File: config.mk
export PLATFORM = sky130hd
export DESIGN_NAME = tdg_ctrl
export DESIGN_NICKNAME = d
export VERILOG_FILES = /design/src/rtl/tdg_pkg.sv /design/src/rtl/tdg_ctrl.sv
export SDC_FILE = /design/constraint.sdc
export NUM_CORES = 1
export LEC_CHECK = 0
export BUFFER_PORTS_ARGS = -buffer_cell sky130_fd_sc_hd__clkbuf_2
export CORE_AREA = 2 2 39 41
export CTS_CLUSTER_SIZE = 40
export DETAILED_ROUTE_END_ITERATION = 8
export DIE_AREA = 0 0 41 43
export GPL_ROUTABILITY_DRIVEN = 0
export PLACE_DENSITY = 0.56
export RECOVER_POWER = 25
export SYNTH_ARGS = -nofsm -noshare
export SYNTH_HDL_FRONTEND = slang
export SYNTH_SLANG_ARGS = --single-unit
File: constraint.sdc
create_clock -name clk_i -period 2.7 [get_ports clk_i]
set_input_delay 0.27 -clock clk_i [delete_from_list [all_inputs] [get_ports clk_i]]
set_output_delay 0.27 -clock clk_i [all_outputs]
set_load 0.05 [all_outputs]
File: src/rtl/tdg_pkg.sv
// Shared types, register indexes and constants of the target deduplication gate.
package tdg_pkg;

  localparam int unsigned CFG_DATA_W  = 16;
  localparam int unsigned CFG_IDX_W   = 3;
  localparam int unsigned COORD_W     = 16;
  localparam int unsigned COUNT_OUT_W = 7;
  localparam int unsigned ENTRY_W     = 3 * COORD_W;

  typedef logic [CFG_IDX_W-1:0] cfg_idx_t;

  localparam cfg_idx_t CFG_MAX_XY     = 3'd0;
  localparam cfg_idx_t CFG_MIN_Z      = 3'd1;
  localparam cfg_idx_t CFG_MAX_Z      = 3'd2;
  localparam cfg_idx_t CFG_DUP_RADIUS = 3'd3;
  localparam cfg_idx_t CFG_HOLD_TICKS = 3'd4;

  localparam logic [14:0]        RST_MAX_XY     = 15'd4000;
  localparam logic signed [15:0] RST_MIN_Z      = -16'sd2000;
  localparam logic signed [15:0] RST_MAX_Z      = 16'sd500;
  localparam logic [14:0]        RST_DUP_RADIUS = 15'd300;
  localparam logic [15:0]        RST_HOLD_TICKS = 16'd10;
  localparam logic [15:0]        HOLD_CNT_MAX   = 16'hFFFF;

  typedef enum logic [2:0] {
    ST_ACCEPT = 3'd0,
    ST_RANGE  = 3'd1,
    ST_DUP    = 3'd2,
    ST_FULL   = 3'd3,
    ST_GATE   = 3'd4,
    ST_TICK   = 3'd5
  } status_e;

  typedef struct packed {
    logic    load;
    logic    scan_start;
    logic    scan_run;
    logic    finish;
    status_e code;
  } ctrl_cmd_t;

  typedef struct packed {
    logic is_tick;
    logic gate_open;
    logic out_of_range;
    logic scan_hit;
    logic scan_done;
    logic table_full;
    logic out_free;
  } ctrl_sts_t;

endpackage

File: src/rtl/tdg_ctrl.sv
// State machine sequencing tick/gate check, range check, table scan and result.
module tdg_ctrl (
  input  logic              clk_i,
  input  logic              rst_ni,
  input  logic              in_valid_i,
  output logic              in_ready_o,
  input  tdg_pkg::ctrl_sts_t sts_i,
  output tdg_pkg::ctrl_cmd_t cmd_o
);

  typedef enum logic [4:0] {
    S_IDLE  = 5'b00001,
    S_SQ    = 5'b00010,
    S_CHECK = 5'b00100,
    S_SCAN  = 5'b01000,
    S_FIN   = 5'b10000
  } state_e;

  state_e           state_q, state_d;
  tdg_pkg::status_e code_q, code_d;

  always_comb begin
    state_d          = state_q;
    code_d           = code_q;
    in_ready_o       = 1'b0;
    cmd_o            = '0;
    cmd_o.code       = code_q;
    case (state_q)
      S_IDLE: begin
        in_ready_o = 1'b1;
        if (in_valid_i) begin
          cmd_o.load = 1'b1;
          state_d    = S_SQ;
        end
      end
      S_SQ: begin
        if (sts_i.is_tick) begin
          code_d  = tdg_pkg::ST_TICK;
          state_d = S_FIN;
        end else if (!sts_i.gate_open) begin
          code_d  = tdg_pkg::ST_GATE;
          state_d = S_FIN;
        end else begin
          state_d = S_CHECK;
        end
      end
      S_CHECK: begin
        if (sts_i.out_of_range) begin
          code_d  = tdg_pkg::ST_RANGE;
          state_d = S_FIN;
        end else begin
          cmd_o.scan_start = 1'b1;
          state_d          = S_SCAN;
        end
      end
      S_SCAN: begin
        cmd_o.scan_run = 1'b1;
        if (sts_i.scan_hit) begin
          code_d  = tdg_pkg::ST_DUP;
          state_d = S_FIN;
        end else if (sts_i.scan_done) begin
          code_d  = sts_i.table_full ? tdg_pkg::ST_FULL : tdg_pkg::ST_ACCEPT;
          state_d = S_FIN;
        end
      end
      S_FIN: begin
        if (sts_i.out_free) begin
          cmd_o.finish = 1'b1;
          state_d      = S_IDLE;
        end
      end
      default: begin
        state_d = S_IDLE;
      end
    endcase
  end

  always_ff @(posedge clk_i or negedge rst_ni) begin
    if (!rst_ni) begin
      state_q <= S_IDLE;
      code_q  <= tdg_pkg::ST_TICK;
    end else begin
      state_q <= state_d;
      code_q  <= code_d;
    end
  end

endmodule

==> run metrics, run 1 <==
effective utilization at floorplan=0.320; Max Root-Sink Buffers=2; RSZ-0062 raised after global routing=false; Layout Nets=77; WHS Path Cells=2; n_diodes=0; R2R cell count=4; Post-CTS Hold Buffers=1; Seq/Total Area, Yosys=0.460; hpwl dp=about 740 um; Clock Skews=~0.0073 ns; register bit count reported by yosys=8; Buffers on Ports=17; syn_nets=54; worst path arrival time=1.78 ns; startpoint types=flip-flop; full die area=1760 um^2; Final Power=~0.56 mW; dominant cell type by area after synthesis=dfrtp_1; top cell type's share of synthesized area=0.282; Setup CP Type=reg -> out; root buffer cell=clkbuf_4; Syn. warnings=0; mean post-synth cell area=about 10 um^2; period utilization=0.758; Worst setup EP type=primary output; CTS tree=yes; Worst path slowest cell=or3_4; routed length per placed instance=10.6 um; CP Data Required Time=2.43 ns; Power Dens Cells=960 nW/um^2; max-slew violations=0; io pins=18; first-pass GRT wire length=~1400 um; CP max stage delay=around 0.43 ns; Multi-input gate area=233 um^2; Slew @ Worst Pin=0.432 ns; Worst-Skew Late Latency=between 0.2 and 0.3 ns; top cells by area, synth=dfrtp_1, dfstp_2, mux2_2; via/cell ratio=4.72; Post-synth EDFFs=0; hold crit path type=in -> reg; # setup viols final=0; status=finished, final reports clean; Cell Area, Synth=443 um^2; largest net degree at the start of global routing=9; Area Overhead vs Synth=32.8%; crit path max fanout=5; Max VDD drop=387 uV; Fillers=about 140; layout cells sized above 1=0.439; Clk pin slew, worst setup/hold paths=0.06 ns; total clock sinks=8; P_leak=0.292 nW; WL final=866 um; vias post-DR=387; grt ovf=0; most frequent cells after synthesis=nor2_1, dfrtp_1, dfstp_2, inv_1; GRT Util Overall=0.124; DR DRC count=0; Die H=43 um; cells after synthesis=44; initial DRC count=12; Post-synth ARST share=1.00; max capacitance violation total=0; Layout Utilization=0.425; htree depth=1; setup_tns=0 ns; post-route antenna net violation count=0; Pre-antenna DRT Iters=4; post-CTS setup buffers=0; Final Hold Vio Count=0; Gates resized, CTS repair=0; antenna violations before repair=0; Final min period=2.05 ns; most frequent cell after synthesis=nor2_1; number of library cell types mapped by synthesis=26; CORE AREA=1380 um^2; row count=14; f_max=about 490 MHz; register area=204 um^2; number of global-route vias before repair=about 350; worst-path cell chain=or3_4, nor3b_2, and2_1, clkbuf_2; Synth Flop Type=dfrtp_1; Slew headroom=0.712; DIE WIDTH=just over 40 um; CTS Buf Count=3
[flip-flops by register name (all words and copies together) (netlist names)]
name and count:
state_q 5, code_q 3
[routing by layer]
layer | routed length [um] | global-route usage | share of wire
met3 | 59 | 0.0314 | 0.068
met4 | 8 | 0.100 | 0.0092
met2 | 433 | 0.169 | 0.50
met1 | 364 | 0.157 | 0.42
met5 | 0 | 0 | 0
[layout make-up]
cell class | count | share of cell area
Clock buffer | 4 | 0.0447
Inverter | 3 | 0.0191
Multi-Input combinational cell | 33 | 0.396
Sequential cell | 8 | 0.347
Tap cell | 16 | 0.0340
Timing Repair Buffer | 18 | 0.160
[worst paths after layout]
check                                  startpoint                     end  slack, ns
min in group asynchronous                  rst_ni  state_q[1]$_DFFE_PN0P_       0.47
max in group asynchronous                  rst_ni   code_q[2]$_DFFE_PN1P_       1.89
min reg2reg                 code_q[2]$_DFFE_PN1P_   code_q[2]$_DFFE_PN1P_       0.49
max reg2reg                state_q[2]$_DFFE_PN0P_   code_q[1]$_DFFE_PN0P_       0.87
max                        state_q[4]$_DFFE_PN0P_                cmd_o[6]       0.65
min                                      sts_i[0]  state_q[4]$_DFFE_PN0P_       0.24
[worst max-delay path, delay by kind of cell (launching register included)]
family                 cells  cell delay (ns)
buffers and inverters      1             0.27
AND/OR/NAND/NOR            3             0.83
flip-flops                 1             0.41
[stage by stage]
| step | instance area [um^2] | instances | worst slack [ns] | hold slack [ns] |
|---|---|---|---|---|
| detailed placement | 553 | 77 | 0.887 | 0.129 |
| finish | 588 | 82 | 0.655 | 0.240 |
| floorplan | 448 | 44 | 0.339 | -0.0256 |
| global route | 588 | 82 | 0.545 | 0.251 |
| global placement | 553 | 77 | 0.909 | 0.129 |
| CTS | 589 | 82 | 0.632 | 0.231 |
[power breakdown]
| part | switching [mW] | internal (mW) | total [mW] | leakage [nW] |
|---|---|---|---|---|
| sequential | 0.0317 | 0.168 | 0.199 | 0.100 |
| clock | 0.0386 | 0.0564 | 0.0949 | 0.0150 |
| combinational | 0.187 | 0.0836 | 0.270 | 0.177 |
| total | 0.257 | 0.308 | 0.565 | 0.292 |
[logic make-up (layout without fill, tap and decap cells)]
| family | Yosys count | count (layout) | share of synthesized area |
|---|---|---|---|
| AOI/OAI and AO/OA | 8 | 8 | 0.141 |
| xor gates and xnor gates | 1 | 1 | 0.0198 |
| buffers and inverters | 3 | 25 | 0.0254 |
| DFF | 8 | 8 | 0.460 |
| muxes | 2 | 2 | 0.0508 |
| and+or+nand+nor | 22 | 22 | 0.302 |
[cells in the final DEF (no fill, tap or decap), drive strengths merged]
cell and count:
clkbuf 21, nor2 6, dfrtp 5, inv 3, dfstp 3, nor3 3
and2 2, nand2b 2, nand2 2, mux2 2, or3 1, nor3b 1
and3 1, nand3b 1, a21oi 1, or4 1, o31ai 1, xor2 1
nor4 1, nand3 1, a221oi 1, o21ai 1, o211ai 1, a21o 1
o21a 1, o21bai 1, dlygate4sd3 1
Power figures use the tool's default switching activity.
==> run 2: changes to the inputs <==
- clock period: 2.7 -> 2.1 ns (I/O delays scaled with it)
==> run metrics, run 2 (same netlist as run 1, synthesis figures left out) <==
status=finished, final reports clean; Gates resized, CTS repair=0 (unchanged); Levels on crit path=4 (unchanged); Setup CP Type=reg -> out; period utilization=0.946; via/cell ratio=4.73 (+0.26%); Clock Skews=0.00110 ns (-0.00619 ns); Max VDD drop=609 uV (+57%); number of global-route vias before repair=382 (+9.8%); hold crit path type=in -> reg; Worst path slowest cell=or3_4; Layout Utilization=0.430 (+0.00542); initial DRC count=3 (-9); CTS tree=yes; gr busiest metal=met2; full die area=1760 um^2 (unchanged); hpwl dp=748 um (+1.2%); GRT Util Overall=0.125 (+0.00152); max reg flops=5 (unchanged); Worst setup EP type=primary output; crit path max fanout=5 (unchanged); io pins=18 (unchanged); n_diodes=0 (unchanged); largest net degree at the start of global routing=9 (unchanged); Clk pin slew, worst setup/hold paths=0.06 ns (about the same); WL final=864 um (-0.23%); Layout Nets=77 (unchanged); Final Cell Area=596 um^2 (+1.3%); reg2reg start=state_q[2]$_DFFE_PN0P_; worst-path cell chain=or3_4, nor3b_4, and2_2, clkbuf_2; met3 usage=0.0157 (-0.0157); DIE WIDTH=41 um (unchanged); vias post-DR=388 (+0.26%); worst reg2reg endpoint=code_q[1]$_DFFE_PN0P_; post-CTS setup buffers=0 (unchanged); total clock sinks=8 (unchanged); row count=14 (unchanged); register name with the most flops=state_q; Power Dens Cells=1260 nW/um^2 (+31%); met2 global-route usage=0.184 (+0.0156); Area Overhead vs Synth=34.5%; DP Area=561 um^2 (+1.4%); number of buffer and inverter stages on the critical path=1 (unchanged); CORE AREA=1380 um^2 (unchanged); Largest regs=state_q: 5 flops, code_q: 3 flops; most frequent cells in the layout=clkbuf_2, nor2_1, dfrtp_1; Max Root-Sink Buffers=2 (unchanged); Slew @ Worst Pin=0.396 ns (-0.0366 ns); Final min period=between 1.5 and 2 ns; P_leak=0.294 nW (+0.84%); CP Data Required Time=1.89 ns (-0.54 ns); met1 GRT Util=0.176 (+0.0190); root buffer cell=clkbuf_4; DR DRC count=0 (unchanged); htree depth=1 (unchanged); f_max=~500 MHz; startpoint types=flip-flop; CP max stage delay=0.44 ns (about the same); Worst-Skew Late Latency=0.25 ns (about the same); effective utilization at floorplan=0.320 (unchanged); Worst Setup SP=state_q[4]$_DFFE_PN0P_; CP Capture Point=cmd_o[6]; Reg2Reg Setup Slack=0.25 ns (-0.62 ns); CP top delay family=simple AND/OR/NAND/NOR gates; first-pass GRT wire length=1530 um (+7.2%); layout cells sized above 1=0.455 (+0.0152); Post-CTS Hold Buffers=1 (unchanged); max capacitance violation total=0 (unchanged); post-route antenna net violation count=0 (unchanged); Slew headroom=0.736 (+0.0244); commonest non-fill, non-tap cell in the layout=clkbuf_2; Pre-antenna DRT Iters=3 (-1); routed length per placed instance=10.5 um (-0.23%); R2R cell count=4 (unchanged); Buffers on Ports=17 (unchanged); CTS Buf Count=3 (unchanged); Die H=43 um (unchanged); RSZ-0062 raised after global routing=false; max-slew violations=0 (unchanged); setup_tns=0 ns (unchanged); # setup viols final=0 (unchanged); antenna violations before repair=0 (unchanged); worst path arrival time=1.78 ns (about the same); grt ovf=0 (unchanged); Final Hold Vio Count=0 (unchanged)
## run 2: changes by cell type in the layout (fill, tap and decap cells not counted)
cell	previous run	this run
and2_2	0	1
nor3b_4	0	1
and2_1	2	1
nor3b_2	1	0
## run 2: worst min path at each step
stage | slack (ns) | from | depth (start not counted) | to
3_3_place_gp | 0.06 | rst_ni | 1 | state_q[1]$_DFFE_PN0P_
3_5_place_dp | 0.06 | rst_ni | 1 | state_q[1]$_DFFE_PN0P_
4_1_cts | 0.17 | sts_i[0] | 2 | state_q[4]$_DFFE_PN0P_
5_1_grt | 0.18 | in_valid_i | 2 | state_q[1]$_DFFE_PN0P_
6_report | 0.18 | sts_i[0] | 2 | state_q[4]$_DFFE_PN0P_
2_1_floorplan | -0.09 | rst_ni | 0 | code_q[1]$_DFFE_PN0P_
## run 2: layout make-up
type	instances	area, um^2
Multi-Input combinational cell	33	240
Inverter	3	11.3
Fill cell	143	788
Sequential cell	8	204
Timing Repair Buffer	18	93.8
Tap cell	16	20.0
Clock buffer	4	26.3
## run 2: per-stage QoR
| step | hold WS (ns) | std cells | worst slack [ns] | power, mW |
|---|---|---|---|---|
| 3_3_place_gp | 0.0633 | 77 | 0.311 | 0.631 |
| 5_1_grt | 0.179 | 82 | 0.0182 | 0.809 |
| 3_5_place_dp | 0.0624 | 77 | 0.248 | 0.629 |
| 4_1_cts | 0.173 | 82 | 0.105 | 0.759 |
| 2_1_floorplan | -0.0856 | 44 | 0.114 | 0.553 |
| 6_report | 0.180 | 82 | 0.114 | 0.749 |
## run 2: worst reg2reg max path, cell delays in order, from the launching register on
cell and delay, ns:
dfrtp_1 0.44, nor4_1 0.37, nand3_1 0.17, a221oi_2 0.39, mux2_2 0.38
## run 2: layer usage
metal,share of wire,wire length [um],vias to the layer above
met3,0.039,34,0
met1,0.45,389,181
li1,-,-,199
met2,0.51,440,8
met5,0,0,-
met4,0,0,0
## run 2: power breakdown
part | leakage [nW] | switching (mW) | total (mW) | internal, mW
sequential | 0.100 | 0.0449 | 0.261 | 0.216
clock | 0.0150 | 0.0530 | 0.126 | 0.0727
combinational | 0.179 | 0.242 | 0.362 | 0.120
total | 0.294 | 0.340 | 0.749 | 0.409
